## config.mk

```make
export PLATFORM = sky130hd
export DESIGN_NAME = utf16_to_utf8_transcoder
export DESIGN_NICKNAME = d
export VERILOG_FILES = /design/src/hdl/u16u8_pkg.sv /design/src/hdl/u16u8_front.sv /design/src/hdl/u16u8_fifo.sv /design/src/hdl/u16u8_back.sv /design/src/hdl/utf16_to_utf8_transcoder.sv
export SDC_FILE = /design/constraint.sdc
export NUM_CORES = 1
export LEC_CHECK = 0
export ABC_AREA = 0
export BUFFER_PORTS_ARGS = -buffer_cell sky130_fd_sc_hd__buf_2
export CORE_ASPECT_RATIO = 0.7
export CORE_MARGIN = 4
export CORE_UTILIZATION = 51
export CTS_CLUSTER_SIZE = 28
export DETAILED_ROUTE_END_ITERATION = 7
export GPL_ROUTABILITY_DRIVEN = 0
export PLACE_DENSITY_LB_ADDON = 0.08
export REMOVE_ABC_BUFFERS = 1
export SETUP_SLACK_MARGIN = 0.2
export SYNTH_ARGS = -nofsm -noshare
export SYNTH_HDL_FRONTEND = slang
export SYNTH_SLANG_ARGS = --single-unit
export TNS_END_PERCENT = 20
```

## constraint.sdc

```tcl
create_clock -name clk -period 4.6 [get_ports clk]
set_clock_uncertainty 0.1 [all_clocks]
set_input_delay 0.46 -clock clk [delete_from_list [all_inputs] [get_ports clk]]
set_output_delay 0.46 -clock clk [all_outputs]
set_load 0.005 [all_outputs]
```

## src/hdl/u16u8_pkg.sv

```systemverilog
// ----------------------------------------------------------------------------
// u16u8_pkg
// Shared types and constants of the UTF-16 to UTF-8 transcoder.
// ----------------------------------------------------------------------------
package u16u8_pkg;

	localparam int UNIT_W  = 16;
	localparam int BYTE_W  = 8;
	localparam int COUNT_W = 16;
	localparam int CP_W    = 21;

	localparam logic [UNIT_W-1:0] SURR_MASK = 16'hFC00;
	localparam logic [UNIT_W-1:0] HIGH_BASE = 16'hD800;
	localparam logic [UNIT_W-1:0] LOW_BASE  = 16'hDC00;
	localparam logic [UNIT_W-1:0] BITS_MASK = 16'h03FF;
	localparam logic [CP_W-1:0]   PAIR_OFFSET = 21'h010000;
	localparam logic [COUNT_W-1:0] COUNT_MAX = 16'hFFFF;

	// configuration register index, taken from paddr[2]
	localparam logic REG_OUT_CAPACITY = 1'b0;
	localparam logic REG_COUNT_ONLY   = 1'b1;
	localparam int   APB_ADDR_W       = 3;
	localparam int   APB_DATA_W       = 32;

	// one character (or terminator) worth of output bytes
	typedef struct packed {
		logic [3:0][BYTE_W-1:0] bytes;
		logic [1:0]             last;
		logic                   stored;
		logic                   eos;
		logic [COUNT_W-1:0]     total;
		logic                   fit;
		logic                   stop;
	} char_rec_t;

endpackage

```

## src/hdl/u16u8_front.sv

```systemverilog
// ----------------------------------------------------------------------------
// u16u8_front
// Accepts code units, pairs surrogates, keeps run state and encodes each
// character into a record of up to four bytes for the back end.
// ----------------------------------------------------------------------------
module u16u8_front (
	input  logic                          clk,
	input  logic                          arst_n,
	input  logic                          push,
	input  logic                          q_full,
	input  logic [15:0]                   code_unit,
	input  logic [15:0]                   out_capacity,
	input  logic                          count_only,
	output logic                          rec_we,
	output u16u8_pkg::char_rec_t          rec
);
	import u16u8_pkg::*;

	logic               high_pending_q;
	logic [9:0]         high_bits_q;
	logic               halted_q;
	logic [COUNT_W-1:0] byte_count_q;
	logic               still_fitting_q;

	logic               high_pending_d;
	logic [9:0]         high_bits_d;
	logic               halted_d;
	logic [COUNT_W-1:0] byte_count_d;
	logic               still_fitting_d;

	logic               accept;
	logic               is_zero;
	logic               is_high;
	logic               is_low;
	logic               is_char;
	logic [CP_W-1:0]    cp;
	logic [3:0][7:0]    enc;
	logic [1:0]         enc_last;
	logic [COUNT_W:0]   count_sum;
	logic               stored;

	assign accept  = push && !q_full;
	assign is_zero = (code_unit == '0);
	assign is_high = ((code_unit & SURR_MASK) == HIGH_BASE);
	assign is_low  = ((code_unit & SURR_MASK) == LOW_BASE);

	// code point of a pair or of a single unit
	always_comb begin
		if (high_pending_q) begin
			cp = PAIR_OFFSET + {1'b0, high_bits_q, code_unit[9:0]};
		end else begin
			cp = {5'b0, code_unit};
		end
	end

	always_comb begin
		enc = '0;
		if (cp < 21'h80) begin
			enc[0]   = cp[7:0];
			enc_last = 2'd0;
		end else if (cp < 21'h800) begin
			enc[0]   = {3'b110, cp[10:6]};
			enc[1]   = {2'b10, cp[5:0]};
			enc_last = 2'd1;
		end else if (cp < 21'h10000) begin
			enc[0]   = {4'b1110, cp[15:12]};
			enc[1]   = {2'b10, cp[11:6]};
			enc[2]   = {2'b10, cp[5:0]};
			enc_last = 2'd2;
		end else begin
			enc[0]   = {5'b11110, cp[20:18]};
			enc[1]   = {2'b10, cp[17:12]};
			enc[2]   = {2'b10, cp[11:6]};
			enc[3]   = {2'b10, cp[5:0]};
			enc_last = 2'd3;
		end
	end

	assign count_sum = {1'b0, byte_count_q} + {15'b0, enc_last} + 17'd1;
	assign stored    = !count_only && still_fitting_q && ({1'b0, out_capacity} > count_sum);

	always_comb begin
		high_pending_d  = high_pending_q;
		high_bits_d     = high_bits_q;
		halted_d        = halted_q;
		byte_count_d    = byte_count_q;
		still_fitting_d = still_fitting_q;
		is_char         = 1'b0;
		rec_we          = 1'b0;
		rec             = '0;
		if (accept) begin
			if (is_zero) begin
				rec_we     = 1'b1;
				rec.eos    = 1'b1;
				rec.stop   = halted_q || high_pending_q;
				rec.fit    = still_fitting_q;
				if (!count_only) begin
					if (still_fitting_q && (out_capacity > byte_count_q)) begin
						rec.stored = 1'b1;
					end else begin
						rec.fit = 1'b0;
					end
				end
				rec.total = (byte_count_q == COUNT_MAX) ? COUNT_MAX
				                                       : byte_count_q + 16'd1;
				high_pending_d  = 1'b0;
				high_bits_d     = '0;
				halted_d        = 1'b0;
				byte_count_d    = '0;
				still_fitting_d = 1'b1;
			end else if (halted_q) begin
				// dropped until the terminator
			end else if (high_pending_q) begin
				high_pending_d = 1'b0;
				high_bits_d    = '0;
				if (!is_low) begin
					halted_d = 1'b1;
				end else begin
					is_char = 1'b1;
				end
			end else if (is_high) begin
				high_pending_d = 1'b1;
				high_bits_d    = code_unit[9:0];
			end else begin
				is_char = 1'b1;
			end
		end
		if (is_char) begin
			rec_we     = 1'b1;
			rec.bytes  = enc;
			rec.last   = enc_last;
			rec.stored = stored;
			if (!count_only && still_fitting_q && !stored) begin
				still_fitting_d = 1'b0;
			end
			byte_count_d = count_sum[COUNT_W] ? COUNT_MAX : count_sum[COUNT_W-1:0];
		end
	end

	always_ff @(posedge clk or negedge arst_n) begin
		if (!arst_n) begin
			high_pending_q  <= 1'b0;
			high_bits_q     <= '0;
			halted_q        <= 1'b0;
			byte_count_q    <= '0;
			still_fitting_q <= 1'b1;
		end else begin
			high_pending_q  <= high_pending_d;
			high_bits_q     <= high_bits_d;
			halted_q        <= halted_d;
			byte_count_q    <= byte_count_d;
			still_fitting_q <= still_fitting_d;
		end
	end

endmodule

```

## src/hdl/u16u8_fifo.sv

```systemverilog
// ----------------------------------------------------------------------------
// u16u8_fifo
// Short queue of character records between the front and the back end.
// ----------------------------------------------------------------------------
module u16u8_fifo #(
	parameter int DEPTH = 4
) (
	input  logic                 clk,
	input  logic                 arst_n,
	input  logic                 wr_en,
	input  u16u8_pkg::char_rec_t wr_data,
	input  logic                 rd_en,
	output u16u8_pkg::char_rec_t rd_data,
	output logic                 full,
	output logic                 empty
);
	import u16u8_pkg::*;

	localparam int PTR_W = (DEPTH > 1) ? $clog2(DEPTH) : 1;
	localparam int CNT_W = $clog2(DEPTH + 1);

	char_rec_t          mem_q [DEPTH];
	logic [PTR_W-1:0]   wr_ptr_q;
	logic [PTR_W-1:0]   rd_ptr_q;
	logic [CNT_W-1:0]   count_q;
	logic               do_wr;
	logic               do_rd;

	assign full    = (count_q == CNT_W'(DEPTH));
	assign empty   = (count_q == '0);
	assign do_wr   = wr_en && !full;
	assign do_rd   = rd_en && !empty;
	assign rd_data = mem_q[rd_ptr_q];

	always_ff @(posedge clk) begin
		if (do_wr) begin
			mem_q[wr_ptr_q] <= wr_data;
		end
	end

	always_ff @(posedge clk or negedge arst_n) begin
		if (!arst_n) begin
			wr_ptr_q <= '0;
			rd_ptr_q <= '0;
			count_q  <= '0;
		end else begin
			if (do_wr) begin
				wr_ptr_q <= (wr_ptr_q == PTR_W'(DEPTH - 1)) ? '0 : wr_ptr_q + 1'b1;
			end
			if (do_rd) begin
				rd_ptr_q <= (rd_ptr_q == PTR_W'(DEPTH - 1)) ? '0 : rd_ptr_q + 1'b1;
			end
			if (do_wr && !do_rd) begin
				count_q <= count_q + 1'b1;
			end else if (do_rd && !do_wr) begin
				count_q <= count_q - 1'b1;
			end
		end
	end

endmodule

```

## src/hdl/u16u8_back.sv

```systemverilog
// ----------------------------------------------------------------------------
// u16u8_back
// Walks the bytes of the oldest record, one per cycle while the output
// register is empty or popped, into it; it feeds the result queue interface.
// ----------------------------------------------------------------------------
module u16u8_back (
	input  logic                 clk,
	input  logic                 arst_n,
	input  u16u8_pkg::char_rec_t head,
	input  logic                 q_empty,
	output logic                 q_rd,
	input  logic                 pop,
	output logic                 empty,
	output logic [7:0]           out_byte,
	output logic                 byte_stored,
	output logic                 end_of_string,
	output logic [15:0]          total_bytes,
	output logic                 all_fitted,
	output logic                 decode_stopped
);
	import u16u8_pkg::*;

	logic       out_v_q;
	logic [1:0] idx_q;
	logic       load;
	logic       take;

	logic [7:0]  out_byte_q;
	logic        byte_stored_q;
	logic        end_of_string_q;
	logic [15:0] total_bytes_q;
	logic        all_fitted_q;
	logic        decode_stopped_q;

	assign load = !out_v_q || pop;
	assign take = load && !q_empty;
	assign q_rd = take && (idx_q == head.last);

	always_ff @(posedge clk or negedge arst_n) begin
		if (!arst_n) begin
			out_v_q <= 1'b0;
			idx_q   <= '0;
		end else begin
			if (load) begin
				out_v_q <= !q_empty;
			end
			if (q_rd) begin
				idx_q <= '0;
			end else if (take) begin
				idx_q <= idx_q + 2'd1;
			end
		end
	end

	always_ff @(posedge clk) begin
		if (take) begin
			out_byte_q       <= head.bytes[idx_q];
			byte_stored_q    <= head.stored;
			end_of_string_q  <= head.eos;
			total_bytes_q    <= head.total;
			all_fitted_q     <= head.fit;
			decode_stopped_q <= head.stop;
		end
	end

	assign empty          = !out_v_q;
	assign out_byte       = out_byte_q;
	assign byte_stored    = byte_stored_q;
	assign end_of_string  = end_of_string_q;
	assign total_bytes    = total_bytes_q;
	assign all_fitted     = all_fitted_q;
	assign decode_stopped = decode_stopped_q;

endmodule

```

## src/hdl/utf16_to_utf8_transcoder.sv

```systemverilog
// ----------------------------------------------------------------------------
// utf16_to_utf8_transcoder
// Converts a zero-terminated stream of UTF-16 code units into UTF-8 bytes.
// ----------------------------------------------------------------------------
// Input side is a queue write port: an item (one code unit) is taken on an
// edge with push high and full low. Results come from a queue read port: the
// oldest byte sits on the result ports while empty is low and leaves on an
// edge with pop high. A zero unit ends the string and yields a zero byte with
// end_of_string, total_bytes, all_fitted and decode_stopped.
// The front end takes one unit per cycle while its record queue has room;
// the back end sends one byte per cycle while the receiver pops; a unit
// gives 1 to 3 bytes, or 2 per unit of a surrogate pair, all through that
// single output byte port. The first byte of a unit goes through the record
// queue into the output register before it is on the result ports.
// If the receiver stalls, the output register holds, the record queue fills
// and full rises; nothing is dropped. Reset clears the run state and the queue,
// empties the output register, and sets out_capacity and count_only to zero.
// out_capacity (address 0) and count_only (address 4) are written over APB;
// the user must write them only while the block is idle (not enforced).
// ----------------------------------------------------------------------------
module utf16_to_utf8_transcoder #(
	parameter int QUEUE_DEPTH = 4
) (
	input  logic        clk,
	input  logic        arst_n,
	input  logic        psel,
	input  logic        penable,
	input  logic        pwrite,
	input  logic [2:0]  paddr,
	input  logic [31:0] pwdata,
	output logic [31:0] prdata,
	output logic        pready,
	input  logic        push,
	output logic        full,
	input  logic [15:0] code_unit,
	input  logic        pop,
	output logic        empty,
	output logic [7:0]  out_byte,
	output logic        byte_stored,
	output logic        end_of_string,
	output logic [15:0] total_bytes,
	output logic        all_fitted,
	output logic        decode_stopped
);
	import u16u8_pkg::*;

	logic [15:0] out_capacity_q;
	logic        count_only_q;
	logic        cfg_we;

	logic        rec_we;
	char_rec_t   rec;
	char_rec_t   head;
	logic        q_full;
	logic        q_empty;
	logic        q_rd;

	assign pready = 1'b1;
	assign cfg_we = psel && penable && pwrite && pready;

	always_ff @(posedge clk or negedge arst_n) begin
		if (!arst_n) begin
			out_capacity_q <= '0;
			count_only_q   <= 1'b0;
		end else if (cfg_we) begin
			unique case (paddr[2])
				REG_OUT_CAPACITY: out_capacity_q <= pwdata[15:0];
				REG_COUNT_ONLY:   count_only_q   <= pwdata[0];
				default:          ;
			endcase
		end
	end

	always_comb begin
		unique case (paddr[2])
			REG_OUT_CAPACITY: prdata = {16'b0, out_capacity_q};
			REG_COUNT_ONLY:   prdata = {31'b0, count_only_q};
			default:          prdata = '0;
		endcase
	end

	assign full = q_full;

	u16u8_front u_front (
		.clk          (clk),
		.arst_n       (arst_n),
		.push         (push),
		.q_full       (q_full),
		.code_unit    (code_unit),
		.out_capacity (out_capacity_q),
		.count_only   (count_only_q),
		.rec_we       (rec_we),
		.rec          (rec)
	);

	u16u8_fifo #(
		.DEPTH (QUEUE_DEPTH)
	) u_fifo (
		.clk     (clk),
		.arst_n  (arst_n),
		.wr_en   (rec_we),
		.wr_data (rec),
		.rd_en   (q_rd),
		.rd_data (head),
		.full    (q_full),
		.empty   (q_empty)
	);

	u16u8_back u_back (
		.clk            (clk),
		.arst_n         (arst_n),
		.head           (head),
		.q_empty        (q_empty),
		.q_rd           (q_rd),
		.pop            (pop),
		.empty          (empty),
		.out_byte       (out_byte),
		.byte_stored    (byte_stored),
		.end_of_string  (end_of_string),
		.total_bytes    (total_bytes),
		.all_fitted     (all_fitted),
		.decode_stopped (decode_stopped)
	);

	// terminator item carries a zero byte
	a_eos_zero: assert property (@(posedge clk) disable iff (!arst_n)
		!empty && end_of_string |-> out_byte == 8'h00)
		else $error("terminator item with nonzero byte");

	// summary fields only on the terminator
	a_summary_quiet: assert property (@(posedge clk) disable iff (!arst_n)
		!empty && !end_of_string |-> total_bytes == 16'h0000 && !all_fitted && !decode_stopped)
		else $error("summary field set on a data item");

	// count-only mode never stores
	a_count_only: assert property (@(posedge clk) disable iff (!arst_n)
		count_only_q && !empty |-> !byte_stored)
		else $error("byte stored in count-only mode");

	// a queue read only happens when the output register takes a byte
	a_rd_take: assert property (@(posedge clk) disable iff (!arst_n)
		q_rd |=> !empty)
		else $error("record retired without a result item");

endmodule
```

; Word level (Yosys, flattened, before mapping)
; Memories as Yosys holds them, arrays and structs flattened.
; Index checks and enable logic that the tools add are counted.
[classes]
n_addsub = 9
n_lt_le_gt_ge = 6
n_eq_ne = 8
n_mux = 58
n_bitwise = 1
reduce_logical = 34
[ops]
columns = op, n
row1 = $mux 16, 7
row2 = $pmux 32 s2, 1
row3 = $mux 10, 4
row4 = $mux 20, 2
row5 = $mux 35, 1
row6 = $mux 1, 28
row7 = $mux 24, 1
row8 = $mux 8, 3
row9 = $mux 22, 1
row10 = $add 17x20->21 const A, 1
row11 = $lt 21x12->1 const B, 1
row12 = $lt 21x17->1 const B, 1
row13 = $lt 21x8->1 const B, 1
row14 = $mux 21, 1
row15 = $add 16x2->17, 1
row16 = $add 17x1->17 const B, 1
row17 = $gt 16x17->1, 1
row18 = $add 16x1->16 const B, 1
row19 = $bmux 8 s2, 1
row20 = $eq 16x16->1 const B, 1
row21 = $gt 16x16->1, 1
row22 = $logic_not 16->1, 1
row23 = $logic_and 1x1->1, 13
row24 = $eq 6x6->1 const B, 2
row25 = other kinds (18), 40
[totals]
reg_bits = 84
mem_bits_rw = 216
in_bits = 58
word_cells = 135
n_memories = 1
[mem_list]
columns = name, words, word_bits, rd, rd_ports_with_merged_regs, write_ports, line_no
row1 = u_fifo.mem_q, 4, 54, 1, 0, 1, u16u8_fifo.sv:22  ; char_rec_t mem_q [DEPTH];

; Longest topological paths before layout
[depth]
depth_word = 14
depth_mapped = 23
depth_no_buf = 20

; By module
; Synthesis repeated with hierarchy kept, for this count alone.
[hier_totals]
cells_unflattened = 957
hier_area_um2 = 14056.0
[by_module_without_submodules]
columns = mod, n_inst, cells_each, area_each_um2, seq_area_each_um2
row1 = u16u8_fifo, 1, 319, 8252.9, 6661.4
row2 = u16u8_front, 1, 507, 3642.2, 726.9
row3 = u16u8_back, 1, 58, 1214.9, 915.9
row4 = utf16_to_utf8_transcoder, 1, 73, 945.9, 425.4

; Least setup slack after synthesis
; No wires, ideal clock.
[synth_path]
path_type = register to register
start = register u_front.high_bits_q[6]
end = memory u_fifo.mem_q[0][19] in the netlist's numbering, data pin
t_arrival_ns = 4.585
t_required_ns = 4.321
slack_ns = -0.264
path_stages_with_launch = 23
period_less_slack_ns = 4.864
cell_sequence = dfrtp_1 > ha_1 > nor3b_1 > o2111ai_1 > a21oi_1 > clkbuf_1 > inv_1 > clkbuf_1 > nor2_1 > nor2_1 > ha_1 > nor2b_1 > o21ai_0 > or3_1 > or2_2 > xnor2_1 > ha_1 > nand3_1 > nor4_1 > o31ai_1 > o211ai_1 > nand4_1 > a21oi_1
[synth_rtl]
columns = item, line_no
row1 = "start, declared", u16u8_front.sv:20  ; logic [9:0] high_bits_q;
row2 = "start signal, assigned", u16u8_front.sv:149  ; high_bits_q <= high_bits_d;
row3 = "end, declared", u16u8_fifo.sv:22

; Worst setup path after layout
[layout_path]
start = register u_front.high_bits_q[6]
end = register u_front.still_fitting_q
[layout_via]
elab_chain_cells = 14
word_cells_on_any_way = 16
classes_between = add/sub (3) / order compare (4) / mux (6) / reduce/logical (3)
[layout_rtl]
columns = item, line_no
row1 = $add 17x20->21 *, u16u8_front.sv:50  ; cp = PAIR_OFFSET + {1'b0, high_bits_q, code_unit[9:0]};
row2 = $mux 21 *, u16u8_front.sv:49  ; if (high_pending_q) begin
row3 = $lt 21x17->1, u16u8_front.sv:65  ; end else if (cp < 21'h10000) begin
row4 = $mux 1, u16u8_front.sv:65
row5 = $mux 2, u16u8_front.sv:61  ; end else if (cp < 21'h800) begin
row6 = $mux 2 *, u16u8_front.sv:58  ; if (cp < 21'h80) begin
row7 = $add 16x2->17 *, u16u8_front.sv:79  ; assign count_sum = {1'b0, byte_count_q} + {15'b0, enc_last} + 17'd1;
row8 = $add 17x1->17 *, u16u8_front.sv:79
row9 = $gt 16x17->1 *, u16u8_front.sv:80  ; assign stored = !count_only && still_fitting_q && ({1'b0, out_capacity} > count_sum);
row10 = $logic_and 1x1->1 *, u16u8_front.sv:80
row11 = $logic_not 1->1 *, u16u8_front.sv:133  ; if (!count_only && still_fitting_q && !stored) begin
row12 = $logic_and 1x1->1 *, u16u8_front.sv:133
row13 = $mux 1 *, u16u8_front.sv:133
row14 = $mux 1 *, u16u8_front.sv:128  ; if (is_char) begin
row15 = net u_front.still_fitting_d, u16u8_front.sv:29  ; logic still_fitting_d;
row16 = "end signal, assigned", u16u8_front.sv:152  ; still_fitting_q <= still_fitting_d;
row17 = "end, declared", u16u8_front.sv:23  ; logic still_fitting_q;
; The timed path passes the listed nets; every way through them passes the cells marked *.
; A chain may end at the register's enable or synchronous reset.

==> summary.md <==
| Metric | Value |
|---|---|
| Final HPWL DP | 19,380 um |
| Share of the synthesized area in the top cell type | 52.37% |
| Ys flop type | edfxtp_1 |
| Worst VDD drop | 0.3186 mV |
| Final nets | 1,119 |
| Dpl ws | -0.07330 ns |
| Flops & latches, synth | 284 |
| Synth Instances | 898 |
| Antenna violations before repair | 0 |
| # rows | 48 |
| CTS tree | yes |
| Slowest stage delay, CP | 0.41 ns |
| Initial Util | 52.45% |
| Minimum clock period | 4.249 ns |
| Congestion Overflow GR | 0 |
| Post-synth ARST share | 19.72% |
| Mapped cell area | 0.01307 sq mm |
| Final wirelength | 29,020 um |
| Sink Count | 284 |
| Syn Area/Cell | 14.56 sq um |
| Yosys top cell by area | edfxtp_1 |
| Util after Layout | 60.82% |
| Final setup TNS | 0 ns |
| Vias per cell | 5.746 |
| Buffers on Ports | 85 |
| CP Data Required Time | 4.97 ns |
| Data arrival time of the critical path | 4.62 ns |
| Netlist cell types | 68 |
| Drt first-iter violations | 659 |
| Critical Path Slowest Stage Cell | dfrtp_1 |
| CTS max path bufs | 3 |
| Final Hold Vio Count | 0 |
| Clock Root Buffer | clkbuf_16 |
| Tot GR Track Use | 20.52% |
| Largest net degree at the start of global routing | 57 |
| Period utilization | 92.36% |
| Clock-pin slew on the worst setup and hold paths | 0.07 ns |
| CP most frequent cell | nor2_1 |
| Post-route ant nets | 0 |
| CP max FO | 4 |
| Register area share after synthesis | 63.10% |
| Cells along the critical path | ha_4 -> nor3b_4 -> o2111ai_2 -> a21oi_2 -> inv_2 -> nor2_1 -> nor2_1 -> ha_2 -> nor2b_2 -> o21ai_2 -> or3_4 -> or2_4 -> xnor2_2 -> ha_1 -> nand3_2 -> buf_4 -> nor2_1 -> a221oi_2 -> o211ai_1 -> and3_1 -> o32a_1 |
| PwrDens | 562.5 mW/mm^2 |
| Die Ht | 142.0 um |
| Dpl cells | 1,306 |
| Share of cells above drive strength 1 | 28.39% |
| DRT Pass-1 Iters | 5 |
| Setup CP Type | register to register |
| RSZ-0062 raised after global routing | yes |
| CTS buffer count | 28 |
| Max_slew headroom | 41.37% |
| Vias in the first global route | 7,729 |
| Number of flops mapped to enable cells by yosys | 228 |
| Hold Crit Class | input port to register |
| Vias | 7,838 |
| Die X | 199.4 um |
| Hold_ws | 0.04227 ns |
| Post-Layout Cell Count | 1,364 |
| Status | finished, final reports clean |
| Startpoint types | register |
| Slew @ Worst Pin | 0.8749 ns |
| CP Capture Type | register |
| Drt drc | 0 |
| Largest cells by area after synthesis | edfxtp_1, dfrtp_1, mux4_2, ha_1, a21oi_1 |
| Ant diodes | 0 |
| IO Count | 121 |
| WL/cell | 21.27 um |
| Die area | 0.02830 sq mm |
| Core area | 0.02492 sq mm |
| Syn. warnings | 0 |
| Leakage | 5.656 nW |
| H-tree depth | 1 |
| First-pass GRT wire length | 45,130 um |
| Final setup violation count | 0 |
| Clk_lat worst skew | 0.55 ns |
| Final Max Tran Viols | 0 |
| Maximum clock frequency | 235.4 MHz |
| Layout area overhead | 15.96% |
| Max-cap violations | 0 |
| PnR worst setup slack | 0.3512 ns |
state kept, by name, summed over array words and instances, names as in the netlist:
register and cells:
count_only_q 1, out_capacity_q 16, u_back.all_fitted 1, u_back.byte_stored 1
u_back.decode_stopped 1, u_back.end_of_string 1, u_back.idx_q 2, u_back.out_byte 8
u_back.out_v_q 1, u_back.total_bytes 16, u_fifo.count_q 3, u_fifo.mem_q 200
u_fifo.rd_ptr_q 2, u_fifo.wr_ptr_q 2, u_front.byte_count_q 16, u_front.halted_q 1
u_front.high_bits_q 10, u_front.high_pending_q 1, u_front.still_fitting_q 1
area by class of cell:
type | instances | area (sq um)
clock inverter | 22 | 257.7
timing repair buffer | 133 | 815.8
inverter | 35 | 131.4
sequential | 284 | 8254
clock buffer | 30 | 718.2
fill | 1906 | 9766
multi-input combinational | 535 | 4574
tap | 325 | 406.6
cell usage after synthesis, drive strengths merged (2+ instances only):
cell type	instances
nand4	11
buf	33
mux2	22
a211oi	2
nor2b	20
nor3b	2
a21oi	60
or3	4
or2	3
fa	2
and2	9
o21ai	44
and4	3
nor3	8
a31oi	3
xor2	3
inv	34
ha	42
nor2	40
o2bb2ai	6
a311oi	3
nor4	5
a21boi	2
clkbuf	26
nand2b	4
conb	2
dfrtp	55
mux2i	7
o211ai	2
nand2	56
edfxtp	228
a22o	2
mux4	55
a21o	9
nand3	25
and3	13
a22oi	2
xnor2	30
kinds of logic after synthesis:
logic type	count (synthesis)	share of synthesized area, %
DFF	284	63.10
and+or+nand+nor	208	8.155
AOI/OAI and AO/OA	149	6.815
buffers and inverters	94	3.426
muxes	84	11.91
adders and majority gates	44	4.326
xor gates and xnor gates	33	2.211
other	2	0.05745
per-layer routing:
| metal | up-vias | track usage, % | part of all wire, % |
|---|---|---|---|
| li1 | 3625 | - | - |
| met1 | 3956 | 34.53 | 51 |
| met2 | 224 | 28.43 | 42 |
| met3 | 33 | 3.644 | 5.8 |
| met4 | 0 | 3.466 | 1.5 |
| met5 | - | 0 | 0 |
per-stage QoR:
step,cell area [sq um],total power [mW]
6_report,15160,8.527
5_1_grt,15160,9.019
4_1_cts,15040,8.525
3_5_place_dp,14010,6.108
3_3_place_gp,14010,6.064
2_1_floorplan,12810,5.254
cells in the final DEF (no fill, tap or decap), types with 3 or more instances in the layout:
cell type     n
clkinvlp_4    3
a31oi_1       3
conb_1       17
a21oi_2       3
xor2_1        3
xnor2_2       3
clkinv_2      8
buf_4        44
and2_1        4
a311oi_1      3
inv_1        33
buf_2        85
o2bb2ai_1     6
mux2_2       22
o21ai_0      40
and4_1        3
and3_1       12
nand4_1      11
nor4_1        3
and2_2        4
edfxtp_1    228
nand2_1      56
clkbuf_16    28
a21oi_1      56
a21o_1        9
nor2b_1      19
bufinv_16     5
nand3_1      23
xnor2_1      27
nand2b_1      4
ha_1         40
clkinv_1      4
mux4_2       55
dfrtp_1      53
nor3_1        7
mux2i_1       7
or3_1         3
nor2_1       38
path summary, 6_finish.rpt:
| path | start | endpoint | slack, ns | cells past startpoint |
|---|---|---|---|---|
| worst max-delay path | u_front.high_bits_q[6] | u_front.still_fitting_q | 0.35 | 21 |
| worst min-delay path | pwdata[4] | out_capacity_q[4] | 0.04 | 2 |
| worst max register to register | u_front.high_bits_q[6] | u_front.still_fitting_q | 0.35 | 21 |
| worst min register to register | u_fifo.count_q[2] | u_fifo.count_q[2] | 0.40 | 1 |
| max in group asynchronous | arst_n | u_fifo.rd_ptr_q[0] | 3.26 | 3 |
| min in group asynchronous | arst_n | out_capacity_q[10] | 0.51 | 3 |
power by group:
group          switching [mW]  internal [mW]  leakage [nW]  total [mW]
Combinational            1.22           1.17          2.34        2.39
Clock                   0.979           1.42         0.476        2.39
Sequential              0.391           3.35          2.84        3.74
Total                    2.59           5.94          5.66        8.53
timing repair:
action,CTS,global route
pin swaps,3,14
gates resized for setup,7,22
setup endpoints to repair,5,5
hold endpoints to repair,18,0
buffers inserted,0,4
hold buffers,2,0
cloned,0,0
worst max-delay path: cells and delay by family (launching register included):
family / cells / cell delay, ns
simple gates: 9 / 1.46
compound gates: 6 / 1.06
fa+ha+maj: 3 / 0.78
flops: 1 / 0.41
buf+inv: 2 / 0.20
xor+xnor: 1 / 0.15
(Power assumes the default switching activity.)
